`src/olr_pkg.sv`:
```
package olr_pkg;

   // Model dimensions
   localparam int NFeatures         = 3;
   localparam int NWeights          = NFeatures + 1;
   localparam int WIdxW             = $clog2(NWeights);
   localparam int StepW             = $clog2(NWeights + 1);
   localparam int SIGMOID_TABLE_DEPTH = 256;
   localparam int SigIdxW           = $clog2(SIGMOID_TABLE_DEPTH);
   // The table spans [-8, 8) in Q.16, that is 2^20 codes wide.
   localparam int SigShift          = 20 - SigIdxW;

   // Shared multiplier and accumulator widths
   localparam int MulAW  = 34;
   localparam int MulBW  = 17;
   localparam int ProdW  = MulAW + MulBW;
   localparam int AccW   = ProdW + $clog2(NWeights);
   localparam int DeltaW = 24;
   localparam int ErrW   = 17;
   localparam int LeW    = 33;

   // Fixed-point shifts
   localparam int SumShift  = 12;
   localparam int BiasShift = 16;
   localparam int UpdShift  = 28;

   // The bias input is 1.0 in Q3.12.
   localparam logic signed [MulBW-1:0] FeatOne = 17'sd4096;
   localparam logic [15:0] LrReset = 16'd655;
   localparam longint Q30One = 64'sd1073741824;

   typedef struct packed {
      logic               opcode;
      logic signed [15:0] feature_0;
      logic signed [15:0] feature_1;
      logic signed [15:0] feature_2;
      logic [15:0]        target;
   } req_type;

   typedef struct packed {
      logic [15:0] prediction;
      logic        saturated;
   } rsp_type;

   // Command into the weight bank: the addressed entry is read, and written when en is set.
   typedef struct packed {
      logic                      en;
      logic [WIdxW-1:0]          addr;
      logic signed [DeltaW-1:0]  delta;
   } wb_cmd_type;

   typedef struct packed {
      logic signed [31:0] rd_data;
      logic               clipped;
   } wb_stat_type;

   typedef enum logic [2:0] {
      ST_IDLE,
      ST_MAC,
      ST_SUM,
      ST_LOOK,
      ST_ERR,
      ST_UPD,
      ST_DONE
   } state_type;

   typedef logic [15:0] sig_table_type [SIGMOID_TABLE_DEPTH];

   // Feature j of an item; features beyond the three carried read as zero.
   function automatic logic signed [15:0] feat_of(req_type r, logic [StepW-1:0] j);
      logic signed [15:0] f;
      case (j)
         StepW'(0): f = r.feature_0;
         StepW'(1): f = r.feature_1;
         StepW'(2): f = r.feature_2;
         default:   f = '0;
      endcase
      return f;
   endfunction

   // Unsigned 64-bit quotient by shift and subtract; only evaluated while the table is built.
   function automatic logic [63:0] udiv64(logic [63:0] n, logic [63:0] d);
      logic [64:0] rem;
      logic [63:0] q;
      rem = '0;
      q   = '0;
      for (int i = 63; i >= 0; i--) begin
         rem = {rem[63:0], n[i]};
         if (rem >= {1'b0, d}) begin
            rem  = rem - {1'b0, d};
            q[i] = 1'b1;
         end
      end
      return q;
   endfunction

   // Sigmoid at the centre of each bin, worked out in Q2.30 at elaboration.
   function automatic sig_table_type build_sig_table();
      sig_table_type tbl;
      longint        x;
      longint        acc;
      logic [63:0]   pos;
      logic [63:0]   a;
      logic [63:0]   t;
      logic [63:0]   term;
      logic [63:0]   e;
      logic [63:0]   num;
      logic [63:0]   den;
      logic [63:0]   val;
      for (int k = 0; k < SIGMOID_TABLE_DEPTH; k++) begin
         pos = (64'(2 * k + 1) << 33) >> SigIdxW;
         x   = longint'(pos) - 8 * Q30One;
         a   = (x >= 0) ? 64'(x) : 64'(-x);
         if (a > 64'(8 * Q30One)) begin
            a = 64'(8 * Q30One);
         end
         // Taylor series for exp(-a/8), then squared three times
         t    = a >> 3;
         term = 64'(Q30One);
         acc  = Q30One;
         for (int j = 1; j <= 20; j++) begin
            term = udiv64((term * t) >> 30, 64'(j));
            if ((j & 1) != 0) begin
               acc = acc - longint'(term);
            end else begin
               acc = acc + longint'(term);
            end
         end
         if (acc < 0) begin
            acc = 0;
         end
         if (acc > Q30One) begin
            acc = Q30One;
         end
         e = 64'(acc);
         for (int j = 0; j < 3; j++) begin
            e = (e * e) >> 30;
         end
         num = (x >= 0) ? 64'(Q30One) : e;
         den = 64'(Q30One) + e;
         val = udiv64((num << 16) + (den >> 1), den);
         if (val > 64'd65535) begin
            val = 64'd65535;
         end
         tbl[k] = val[15:0];
      end
      return tbl;
   endfunction

endpackage

```
`src/olr_mul.sv`:
```
module olr_mul
   import olr_pkg::*;
(
   input  logic                     clock,
   input  logic signed [MulAW-1:0]  mul_a,
   input  logic signed [MulBW-1:0]  mul_b,
   output logic signed [ProdW-1:0]  prod
);

   logic signed [ProdW-1:0] prod_ff;
   logic signed [ProdW-1:0] prod_in;

   // One signed product a cycle, registered before anything uses it.
   assign prod_in = ProdW'(mul_a) * ProdW'(mul_b);

   always_ff @(posedge clock) begin
      prod_ff <= prod_in;
   end

   assign prod = prod_ff;

endmodule

```
`config.mk`:
```
export PLATFORM = sky130hd
export DESIGN_NAME = olr_mul
export DESIGN_NICKNAME = d
export VERILOG_FILES = /design/src/olr_pkg.sv /design/src/olr_mul.sv
export SDC_FILE = /design/constraint.sdc
export NUM_CORES = 2
export LEC_CHECK = 0
export BUFFER_PORTS_ARGS = -buffer_cell sky130_fd_sc_hd__clkbuf_2
export CORE_UTILIZATION = 40
export CTS_BUF_LIST = sky130_fd_sc_hd__clkbuf_8
export DETAILED_ROUTE_END_ITERATION = 8
export SYNTH_ARGS = -nofsm -noshare
export SYNTH_HDL_FRONTEND = slang
export SYNTH_SLANG_ARGS = --single-unit
```
`constraint.sdc`:
```
create_clock -name clock -period 9.1 [get_ports clock]
set_input_delay 2.73 -clock clock [delete_from_list [all_inputs] [get_ports clock]]
set_output_delay 2.73 -clock clock [all_outputs]
set_load 0.01 [all_outputs]
```
Word level (Yosys, flattened, before mapping). Index checks and enable logic that the tools add are counted.

Word-level logic and storage cells: 2. Bits in registers: 51.

Multiply operators: 1.

Operator list (number): 34-bit by 17-bit multiplier with 51-bit output (1).

Longest topological paths before layout.
Depth in word-level cells: 1. Depth in mapped cells: 25. Gate-level depth less buffers: 23.

Worst setup path after synthesis. No wires, ideal clock.

Path type: in2reg. Start: in mul_b[8]. End: reg prod_ff[50], in the netlist prod[50]. Cell stages on the path: 22. Arrival time: 8.333 ns. Required time: 8.972 ns. Slack: 0.639 ns. Library setup time: 0.128 ns. Path through: clkbuf_1 > clkbuf_1 > nand2_1 > fa_1 > inv_1 > fa_1 > fa_1 > fa_1 > fa_1 > inv_1 > fa_1 > inv_1 > ha_1 > nand2_1 > nor2_1 > o21bai_4 > a2111oi_4 > o32a_2 > a21oi_4 > o31ai_4 > and4_1 > nor3_2.

Longest elaborated chain between the ends: 1.

RTL lines: start, declared (RTL line olr_mul.sv:6) `input logic signed [MulBW-1:0] mul_b,`; 34-bit by 17-bit multiplier with 51-bit output (RTL line olr_mul.sv:14) `assign prod_in = ProdW'(mul_a) * ProdW'(mul_b);`; net prod_in[50] (RTL line olr_mul.sv:11) `logic signed [ProdW-1:0] prod_in;`; end signal, assigned (RTL line olr_mul.sv:17) `prod_ff <= prod_in;`; end, declared (RTL line olr_mul.sv:10) `logic signed [ProdW-1:0] prod_ff;`.

The timed path passes the listed nets, and every way through them passes these cells.

Worst setup path in the final report.
Start: in mul_b[6]. End: reg prod_ff[49], in the netlist prod[49].

Same word-level chain as after synthesis.

==> flow_summary.toml <==
[logic_synthesis]
synth_cells = 2223
yosysUniqueCellTypes = 63
avgSynthCellArea_sq_um = 9.307
yosys.area.top_type_share_pct = 53.31
synth_top_area_cell = "fa_1"
synth_area_sq_um = 20690
ys_seq_elements = 51
yosysSeqAreaShare_pct = 4.935
yosys-top-cells-area = "fa_1 (53%), inv_1 (9.7%), and2_1 (7.6%)"
ys.flop_type = "dfxtp_1"
synth_nets = 2945
synth_edf_count = 0
yosys_warnings = 0
async_flop_share_pct = 0

[global_routing]
grt_first_pass_wirelength_um = 88100
grt_start_max_net_pins = 35
grt_usage_pct = 21.40
antenna_found_initial = 3
grt_pass1_vias = 16630
overflow = 0

[worst_hold_path]
holdPathStages = 3
hp-class = "primary input to flip-flop"

[flow_run]
maxCapViolations = 0

[placed_design]
place.port_buffers = 102
dp_hpwl_um = 44560
place_congestion = 0.8660
placed_area_sq_um = 22580
dpl.cell_count = 3006

[setup_path]
cp-end-kind = "flip-flop"
critical_path_class = "primary input to flip-flop"
max_stage_delay_ns = 0.53
crit_chain = "clkbuf_2 > and2_1 > fa_1 > inv_1 > fa_1 > fa_1 > inv_1 > fa_1 > fa_1 > inv_1 > fa_1 > inv_1 > ha_1 > and3_1 > and2_1 > a221oi_1 > o221ai_1 > buf_4 > a21oi_2 > buf_4 > o211a_1 > o31a_1 > o21ai_1 > xor2_1"
worstPathMaxFanout = 27
crit_family = "adder cells"
critPathBufInv = 7
arrival_ns = 9.10
start_kind = "primary input"
crit_slowest_cell = "fa_1"
critPathMostFrequentCell = "fa_1"
cp_num_cells = 24
crit_required_ns = 9.38

[floorplanning]
pin_count = 103
rows = 82
initial_core_util_pct = 40.90
die_area_sq_um = 52640
die_x_um = 229.4
die_y_um = 229.4
fp.coreArea_sq_um = 50580

[final_layout]
drive_gt1_share_pct = 10.03
areaGrowthSynthToFinish_pct = 9.628
multi_input_area_sq_um = 17310
fill_cells = 4896
seq_area_sq_um = 1021
final_nets = 3063
final_area_sq_um = 22680
final_cells = 3015
largest_reg_flops = 51

[timing]
rsz0062_at_grt = "false"
tightest_slew_ns = 0.5546
finalMaxSlewViolations = 0
setup-violations-final = 0
fin_setup_tns_ns = 0
hold_viol = 0
slew-limit-headroom_pct = 63.02
period_minus_slack_ns = 8.829
timing.hold.ws_ns = 2.857
fmax_mhz = 113.3
fin_crit_sh_pct = 97.02

[drt]
wirelength_um = 51880
viasPerCell = 4.918
avgRoutedWirePerCell_um = 17.21
route.detailed.drc = 0
vias = 14830
drt-pass1-iter-count = 5
dr.first_iter.drc_count = 725
ant_nets = 0

[clock_tree]
ctsRootBufferMaster = "clkbuf_8"
holdBufCountCts = 0
clock_sinks = 51
post_cts_buffers = 0
clk_pin_slew_ns = 0.11
cts_buffer_depth = 2
ctsResizeCount = 0
htreeDepth = 2
cts_tree = "yes"
numCtsBuffers = 5

[outcome]
status = "finished, final reports clean"
==> layer usage <==
metal / part of all wire (%) / track usage [%] / routed length [um]
met1: 42 / 27.64 / 21780
met2: 51 / 37.68 / 26550
met3: 4.0 / 2.141 / 2061
met4: 2.8 / 6.521 / 1470
met5: 0.025 / 0 / 13
==> layout by cell type (no fill, tap or decap), types with 10 or more instances in the layout <==
cell type,instances
xnor2_1,43
nand2_1,335
inv_1,535
fa_1,551
dfxtp_1,51
clkbuf_2,102
ha_1,119
a21oi_1,45
buf_12,10
buf_4,92
nor2_1,52
a21o_1,18
o21ai_0,17
and2_1,252
==> cells by family (layout without fill, tap and decap cells) <==
family | after synthesis | count (layout) | share of synthesized area [%]
other cells | 0 | 1 | 0
simple gates | 676 | 676 | 15.83
fa+ha+maj | 670 | 670 | 60.51
compound gates | 147 | 147 | 5.159
buf+inv | 628 | 747 | 11.41
flops | 51 | 51 | 4.935
xor+xnor | 51 | 51 | 2.159
==> metrics by stage <==
stage / utilization [%] / setup WS [ns]
6_report: 44.84 / 0.2709
3_5_place_dp: 44.64 / -0.02628
5_1_grt: 44.84 / 0.07203
2_1_floorplan: - / 0.6390
3_3_place_gp: 44.64 / 0.09587
4_1_cts: 44.84 / 0.3948
==> synth_stat cells, types with 5 or more instances <==
master,count
ha_1,119
xor2_1,8
and2_1,252
o21a_1,7
dfxtp_1,51
o21ai_0,17
nand4_1,5
nor2_1,52
clkbuf_1,91
o21bai_1,8
a21oi_1,45
xnor2_1,43
nand2_1,335
o21ai_1,8
fa_1,551
a21o_1,18
inv_1,535
nand2b_1,7
nand3_1,5
==> layout make-up <==
type	instances	share of cell area (%)
diodes	1	0.01103
inverters	535	8.854
clock buffers	6	0.3641
repair buffers	204	6.178
clock inverters	2	0.07171
well taps	672	3.707
multi-input cells	1544	76.31
flip-flops and latches	51	4.501
==> path summary, 6_finish.rpt <==
kind	start	end	slack, ns
max	mul_b[6]	prod[49]	0.27
min	mul_a[0]	prod[0]	2.86
==> worst min-delay path, stage by stage <==
cell and delay [ns]:
clkbuf_2 0.09, buf_4 0.21, and2_1 0.16
Power is left out: the tool's default activity adds up to more than one toggle a clock period on the data nets, which glitch-free logic cannot reach.
