==> src/olr_pkg.sv <==
package olr_pkg;

   // Model dimensions
   localparam int NFeatures         = 3;
   localparam int NWeights          = NFeatures + 1;
   localparam int WIdxW             = $clog2(NWeights);
   localparam int StepW             = $clog2(NWeights + 1);
   localparam int SIGMOID_TABLE_DEPTH = 256;
   localparam int SigIdxW           = $clog2(SIGMOID_TABLE_DEPTH);
   // The table spans [-8, 8) in Q.16, that is 2^20 codes wide.
   localparam int SigShift          = 20 - SigIdxW;

   // Shared multiplier and accumulator widths
   localparam int MulAW  = 34;
   localparam int MulBW  = 17;
   localparam int ProdW  = MulAW + MulBW;
   localparam int AccW   = ProdW + $clog2(NWeights);
   localparam int DeltaW = 24;
   localparam int ErrW   = 17;
   localparam int LeW    = 33;

   // Fixed-point shifts
   localparam int SumShift  = 12;
   localparam int BiasShift = 16;
   localparam int UpdShift  = 28;

   // The bias input is 1.0 in Q3.12.
   localparam logic signed [MulBW-1:0] FeatOne = 17'sd4096;
   localparam logic [15:0] LrReset = 16'd655;
   localparam longint Q30One = 64'sd1073741824;

   typedef struct packed {
      logic               opcode;
      logic signed [15:0] feature_0;
      logic signed [15:0] feature_1;
      logic signed [15:0] feature_2;
      logic [15:0]        target;
   } req_type;

   typedef struct packed {
      logic [15:0] prediction;
      logic        saturated;
   } rsp_type;

   // Command into the weight bank: the addressed entry is read, and written when en is set.
   typedef struct packed {
      logic                      en;
      logic [WIdxW-1:0]          addr;
      logic signed [DeltaW-1:0]  delta;
   } wb_cmd_type;

   typedef struct packed {
      logic signed [31:0] rd_data;
      logic               clipped;
   } wb_stat_type;

   typedef enum logic [2:0] {
      ST_IDLE,
      ST_MAC,
      ST_SUM,
      ST_LOOK,
      ST_ERR,
      ST_UPD,
      ST_DONE
   } state_type;

   typedef logic [15:0] sig_table_type [SIGMOID_TABLE_DEPTH];

   // Feature j of an item; features beyond the three carried read as zero.
   function automatic logic signed [15:0] feat_of(req_type r, logic [StepW-1:0] j);
      logic signed [15:0] f;
      case (j)
         StepW'(0): f = r.feature_0;
         StepW'(1): f = r.feature_1;
         StepW'(2): f = r.feature_2;
         default:   f = '0;
      endcase
      return f;
   endfunction

   // Unsigned 64-bit quotient by shift and subtract; only evaluated while the table is built.
   function automatic logic [63:0] udiv64(logic [63:0] n, logic [63:0] d);
      logic [64:0] rem;
      logic [63:0] q;
      rem = '0;
      q   = '0;
      for (int i = 63; i >= 0; i--) begin
         rem = {rem[63:0], n[i]};
         if (rem >= {1'b0, d}) begin
            rem  = rem - {1'b0, d};
            q[i] = 1'b1;
         end
      end
      return q;
   endfunction

   // Sigmoid at the centre of each bin, worked out in Q2.30 at elaboration.
   function automatic sig_table_type build_sig_table();
      sig_table_type tbl;
      longint        x;
      longint        acc;
      logic [63:0]   pos;
      logic [63:0]   a;
      logic [63:0]   t;
      logic [63:0]   term;
      logic [63:0]   e;
      logic [63:0]   num;
      logic [63:0]   den;
      logic [63:0]   val;
      for (int k = 0; k < SIGMOID_TABLE_DEPTH; k++) begin
         pos = (64'(2 * k + 1) << 33) >> SigIdxW;
         x   = longint'(pos) - 8 * Q30One;
         a   = (x >= 0) ? 64'(x) : 64'(-x);
         if (a > 64'(8 * Q30One)) begin
            a = 64'(8 * Q30One);
         end
         // Taylor series for exp(-a/8), then squared three times
         t    = a >> 3;
         term = 64'(Q30One);
         acc  = Q30One;
         for (int j = 1; j <= 20; j++) begin
            term = udiv64((term * t) >> 30, 64'(j));
            if ((j & 1) != 0) begin
               acc = acc - longint'(term);
            end else begin
               acc = acc + longint'(term);
            end
         end
         if (acc < 0) begin
            acc = 0;
         end
         if (acc > Q30One) begin
            acc = Q30One;
         end
         e = 64'(acc);
         for (int j = 0; j < 3; j++) begin
            e = (e * e) >> 30;
         end
         num = (x >= 0) ? 64'(Q30One) : e;
         den = 64'(Q30One) + e;
         val = udiv64((num << 16) + (den >> 1), den);
         if (val > 64'd65535) begin
            val = 64'd65535;
         end
         tbl[k] = val[15:0];
      end
      return tbl;
   endfunction

endpackage

==> src/olr_wbank.sv <==
module olr_wbank
   import olr_pkg::*;
(
   input  logic        clock,
   input  logic        reset,
   input  wb_cmd_type  cmd,
   output wb_stat_type stat
);

   logic signed [31:0] w_ff [NWeights];
   logic signed [32:0] sum_wide;
   logic signed [31:0] w_in;
   logic               clip;

   // Saturating add of the delta to the addressed weight.
   always_comb begin
      sum_wide = {w_ff[cmd.addr][31], w_ff[cmd.addr]} + 33'(cmd.delta);
      clip     = sum_wide[32] != sum_wide[31];
      if (!clip) begin
         w_in = sum_wide[31:0];
      end else if (sum_wide[32]) begin
         w_in = {1'b1, 31'd0};
      end else begin
         w_in = {1'b0, {31{1'b1}}};
      end
   end

   // Weights start at zero and change only on a write command.
   always_ff @(posedge clock) begin
      if (reset) begin
         for (int i = 0; i < NWeights; i++) begin
            w_ff[i] <= '0;
         end
      end else if (cmd.en) begin
         w_ff[cmd.addr] <= w_in;
      end
   end

   assign stat.rd_data = w_ff[cmd.addr];
   assign stat.clipped = cmd.en && clip;

endmodule

==> config.mk <==
export PLATFORM = sky130hd
export DESIGN_NAME = olr_wbank
export DESIGN_NICKNAME = d
export VERILOG_FILES = /design/src/olr_pkg.sv /design/src/olr_wbank.sv
export SDC_FILE = /design/constraint.sdc
export NUM_CORES = 1
export LEC_CHECK = 0
export ABC_AREA = 1
export CAP_MARGIN = 20
export CORE_UTILIZATION = 40
export DETAILED_ROUTE_END_ITERATION = 16
export DONT_BUFFER_PORTS = 1
export MAX_ROUTING_LAYER = met4
export PLACE_DENSITY = 0.64
export SLEW_MARGIN = 20
export SYNTH_ARGS = -nofsm -noshare
export SYNTH_HDL_FRONTEND = slang
export SYNTH_SLANG_ARGS = --single-unit
==> constraint.sdc <==
create_clock -name clock -period 9.6 [get_ports clock]
set_input_delay 1.44 -clock clock [delete_from_list [all_inputs] [get_ports clock]]
set_output_delay 1.44 -clock clock [all_outputs]
set_load 0.01 [all_outputs]
# [Word level (Yosys, flattened, before mapping)]
# Memories as Yosys holds them, arrays and structs flattened.
# Cells that the tools add are included.
[classes] n_reduce_logical=2 muxes=10 add_sub_neg=1 n_eq_ne=1
[ops] cell="$mux W32" count=3
[ops] cell="$add A32 B24 Y33" count=1
[ops] cell="$reduce_or A32 Y1" count=1
[ops] cell="$mux W1" count=6
[ops] cell="$mux W2" count=1
[ops] cell="$logic_and A1 B1 Y1" count=1
[ops] cell="$ne A1 B1 Y1" count=1
[word_totals] elab_cells=15 in_bits=29 n_memories=1 mem_bits_rw=128 register_bits=0
[memory_table] name="w_ff" words=4 word_bits=32 read_ports=1 rd_clocked_by_memory_dff=0 wr=4 line="olr_wbank.sv:10" text="logic signed [31:0] w_ff [NWeights];"

# [Logic depth before layout (Yosys ltp)]
[logic_depth] word_depth=5 ltp_mapped=23 mapped_depth_nobuf=19

# [Worst setup path after synthesis]
# No wires, ideal clock.
[synth_path] kind="input-to-output" from="input port cmd[24] (netlist bit)" to="output port stat[0] (netlist bit)" stages=21 n_path_buf=4 slack_ns=3.889 arrival_ns=4.271 cell_sequence="clkbuf_1 > inv_1 > clkbuf_1 > buf_1 > nor2_1 > o22ai_1 > ha_1 > fa_1 > nand2_1 > nand2_1 > nand3_1 > nand2_2 > nand2_2 > nand2_4 > nand2_4 > nand2_2 > nand2_1 > nand2_2 > nand2_1 > buf_2 > a21oi_1"
[synth_rtl] element="start, declared" line="olr_wbank.sv:6" text="input wb_cmd_type cmd,"
[synth_rtl] element="end, declared" line="olr_wbank.sv:7" text="output wb_stat_type stat"

==> summary.md <==
| Metric | Value |
|---|---|
| Flop2flop setup slack | between 5 and 6 ns |
| # setup viols final | 0 |
| Worst slack at placement | 2.43 ns |
| Clock Tree Root | clkbuf_16 |
| Max Cap Violations | 0 |
| Switching Share | 0.328 |
| Top flop regs | w_ff x128 |
| Worst IR Drop VDD | roughly 0.00013 V |
| Combinational Power Share | 0.266 |
| HPWL after DPL | between 15 and 20 mm |
| WHS Path Cells | 2 |
| Final nets | 1044 |
| Worst-margin pin slew | just over 1 ns |
| Vias in the first global route | approximately 6400 |
| Setup_tns | 0 ns |
| Drt first-iter violations | just under 500 |
| Initial antenna violation count | 0 |
| Multiplexer share of the synthesized area | 0 |
| Final hold slack | 1.40 ns |
| Largest family of logic cells by synthesized area | simple AND/OR/NAND/NOR gates |
| Ys Warns | 0 |
| Sequential power share | 0.372 |
| Internal power | between 1 and 1.5 mW |
| R2R Path End | w_ff[1][16] |
| First-pass GRT wire length | roughly 35 mm |
| Number of vias per cell | 5.23 |
| Clk slew on worst S/H paths | ~0.06 ns |
| PostCTS Resize Cnt | 0 |
| R2R depth | 17 |
| Critical Path RT | around 8.2 ns |
| Synth Area in Adders | 0.0504 |
| Width of the die | 146 µm |
| Worst EP arrival | 5.30 ns |
| Die area | 0.0214 mm² |
| Cell mode on critical path | nand2_2 |
| #FFs+latches synth | ~130 |
| Site row count | 52 |
| Total Wirelength | around 22 mm |
| Simple-gate share of the synthesized area | 0.301 |
| GRT Residual Overflow | 0 |
| Bufs and invs on worst path | 2 |
| Class of the most critical setup path | in -> out |
| Hold Fails Final Rpt | 0 |
| Status | completed |
| Fin area | ~0.0092 mm² |
| Antenna cells | 0 |
| Slowest cell on the critical path | o22ai_1 |
| Final Max Slew Viols | 0 |
| Routed len/inst | about 18 µm |
| Hold Path Class | in -> reg |
| Final period util | 0.702 |
| Drt drc | 0 |
| WHS Endpoint | w_ff[3][27] |
| Crit end category | output pin |
| Post-CTS Hold Buffers | 0 |
| Buffer count from post-CTS setup fixing | 0 |
| # IOs | 62 |
| H-tree depth | 4 |
| TritonRoute pass-1 iters | 5 |
| Largest net degree at the start of global routing | 68 |
| RSZ-0062 raised after global routing | false |
| Area of the core | about 0.020 mm² |
| Inst Count DP | between 1000 and 1500 |
| Crit path max fanout | 67 |
| DP Area | roughly 0.0086 mm² |
| Layout area overhead | 9.83% |
| Share of cells above drive strength 1 | 0.170 |
| Routability congestion estimate | 0.916 |
| Most area-hungry cell type in the Yosys netlist | edfxtp_1 |
| Fmax | roughly 150 MHz |
| CP top delay family | simple AND/OR/NAND/NOR gates |
| Leak | between 4 and 5 nW |
| Finished Core Util | 0.450 |
| Mean post-synth cell area | 8.40 µm² |
| Final ANT Viol Nets | 0 |
| Clk buf depth | 2 |
| PortBufs | 0 |
| CTS buffer count | 17 |
| Tot GR Track Use | 0.221 |
| DIE HEIGHT | around 150 µm |
| Hold_sp | reset |
| Synth Net Count | about 1100 |
| Max Clock Skew | between 0.01 and 0.015 ns |
| Largest reg by FF count | w_ff |
| PnR worst setup slack | roughly 2.9 ns |
| Synth unique cells | 33 |
| Startpoint class of the critical path | input port |
| Share of the yosys chip area belonging to registers | 0.461 |
| TritonCTS clock tree | done |
| Critical-path cell list | inv_2, buf_4, nor2_1, o22ai_1, ha_1, fa_1, nand2_1, nand2_1, nand3_1, nand2_2, nand2_2, nand2_4, nand2_4, nand2_2, nand2_1, nand2_2, nand2_2, a21oi_1 |
| Clock latency at the later pin of the worst-skew pair | roughly 0.42 ns |
| FF-to-FF Start | w_ff[0][2] |
| Final Critical Period | between 6 and 7 ns |
| Initial core utilization | 0.409 |
| Clk pwr share | 0.362 |
| Max reg flops | around 130 |
| Compound-Gate Fraction of Synth Area | 0.0976 |
| Final Total Pwr | ~1.8 mW |
| Filler cells | 1990 |
| Vias | between 6000 and 7000 |
| Pwr/cell area | 196 mW/mm² |
| Share of the synthesized area in the top cell type | 0.461 |
| Cells after synthesis | 992 |
| Area contributors post-synth | edfxtp_1 (46%), nand2_1 (9.0%), nor2_1 (6.8%), ha_1 (4.8%), inv_1 (4.7%) |
| Slowest Stage Delay on Critical Path | between 0.5 and 0.6 ns |
| Post-Synth XOR/XNOR Area | 0.0168 |
| CTS sink cnt | 128 |
| Max-slew headroom | 0.309 |
| Fin cells | around 1300 |
| Synth Cell Area | 0.00834 mm² |
| Net Sw Power | just under 0.6 mW |
metal layers:
metal,global-route usage,wire [µm],vias to the layer above
met5,-,0,-
met4,0.0568,324,0
met3,0.0538,1740,24
met2,0.340,10200,199
met1,0.292,10100,3141
li1,-,-,3253
cells by family after synthesis:
kind of cell / count (synthesis)
AO/OA/AOI/OAI: 144
XOR/XNOR: 16
adder cells (fa/ha/maj): 33
buffers and inverters: 147
flip-flops: 128
AND/OR/NAND/NOR: 524
worst reg2reg max path: stages (launching register included):
cell	delay, ns
edfxtp_1	0.33
o21ai_0	0.07
o22ai_1	0.59
ha_1	0.44
a21oi_2	0.17
nand2_1	0.12
nand2_1	0.09
nand2_2	0.08
nand2_2	0.08
nand2_2	0.08
nand2_2	0.11
nand2_1	0.07
nand2_1	0.08
nand2_2	0.08
nand2_2	0.49
nand3_1	0.35
nand2_4	0.19
nor2_2	0.04
cell type report:
class	count	area (µm²)	area share
Clock buffer	18	429	0.0469
Clock inverter	14	166	0.0182
Inverter	109	409	0.0447
Multi-Input combinational cell	717	3900	0.426
Sequential cell	128	3840	0.420
Tap cell	270	338	0.0369
Timing Repair Buffer	9	67.6	0.00738
synth_stat cells:
library cell  count
a21oi_4           1
xor2_1            2
nand2_4          22
nor2_1          150
xnor2_1          14
buf_2             2
o21bai_1          7
or2_1             1
nand2_2          20
o21ai_0          71
o22ai_1          32
buf_6             1
a21o_1            1
buf_4             4
ha_1             32
edfxtp_1        128
nand3b_1          9
nand3_1          39
buf_1             4
inv_1           105
a21oi_2           5
nand2_1         200
nor2_2           62
nand4_1           5
nor3_2            1
fa_1              1
inv_2             4
a21oi_1          26
buf_12            2
clkbuf_1         25
nand3_2          10
nor3_1            5
o31ai_1           1
power by group through the flow:
stage / Combinational (mW) / Sequential (mW) / Clock (mW)
2_1_floorplan: 0.369 / 0.678 / 0
3_3_place_gp: 0.468 / 0.679 / 0
3_5_place_dp: 0.471 / 0.680 / 0
4_1_cts: 0.474 / 0.669 / 0.656
5_1_grt: 0.526 / 0.672 / 0.681
6_report: 0.477 / 0.669 / 0.650
worst max path at each step:
stage / startpoint / end / slack [ns] / cells past startpoint
floorplan: cmd[24] / stat[0] / 3.89 / 21
global placement: cmd[25] / stat[0] / 2.58 / 15
detailed placement: cmd[25] / stat[0] / 2.43 / 17
CTS: cmd[25] / stat[0] / 2.44 / 17
global route: cmd[24] / stat[0] / 2.52 / 18
finish: cmd[24] / stat[0] / 2.86 / 18
cells in the final DEF (no fill, tap or decap), types with 2 or more instances in the layout:
cell type and instances:
a21oi_2 5, nand3b_1 9, a21oi_1 26, nand3_1 39, nor2_1 150, nor2_2 62
xnor2_1 14, buf_4 9, o21ai_0 71, ha_1 32, clkinv_2 4, nor3_1 5
nand2_2 22, clkbuf_16 17, clkinv_4 2, clkinvlp_4 4, nand4_1 5, inv_2 5
nand2_4 22, nand2_1 198, o21bai_1 7, inv_1 103, nand3_2 10, bufinv_16 3
o22ai_1 32, edfxtp_1 128, xor2_1 2
(Power assumes the default switching activity.)
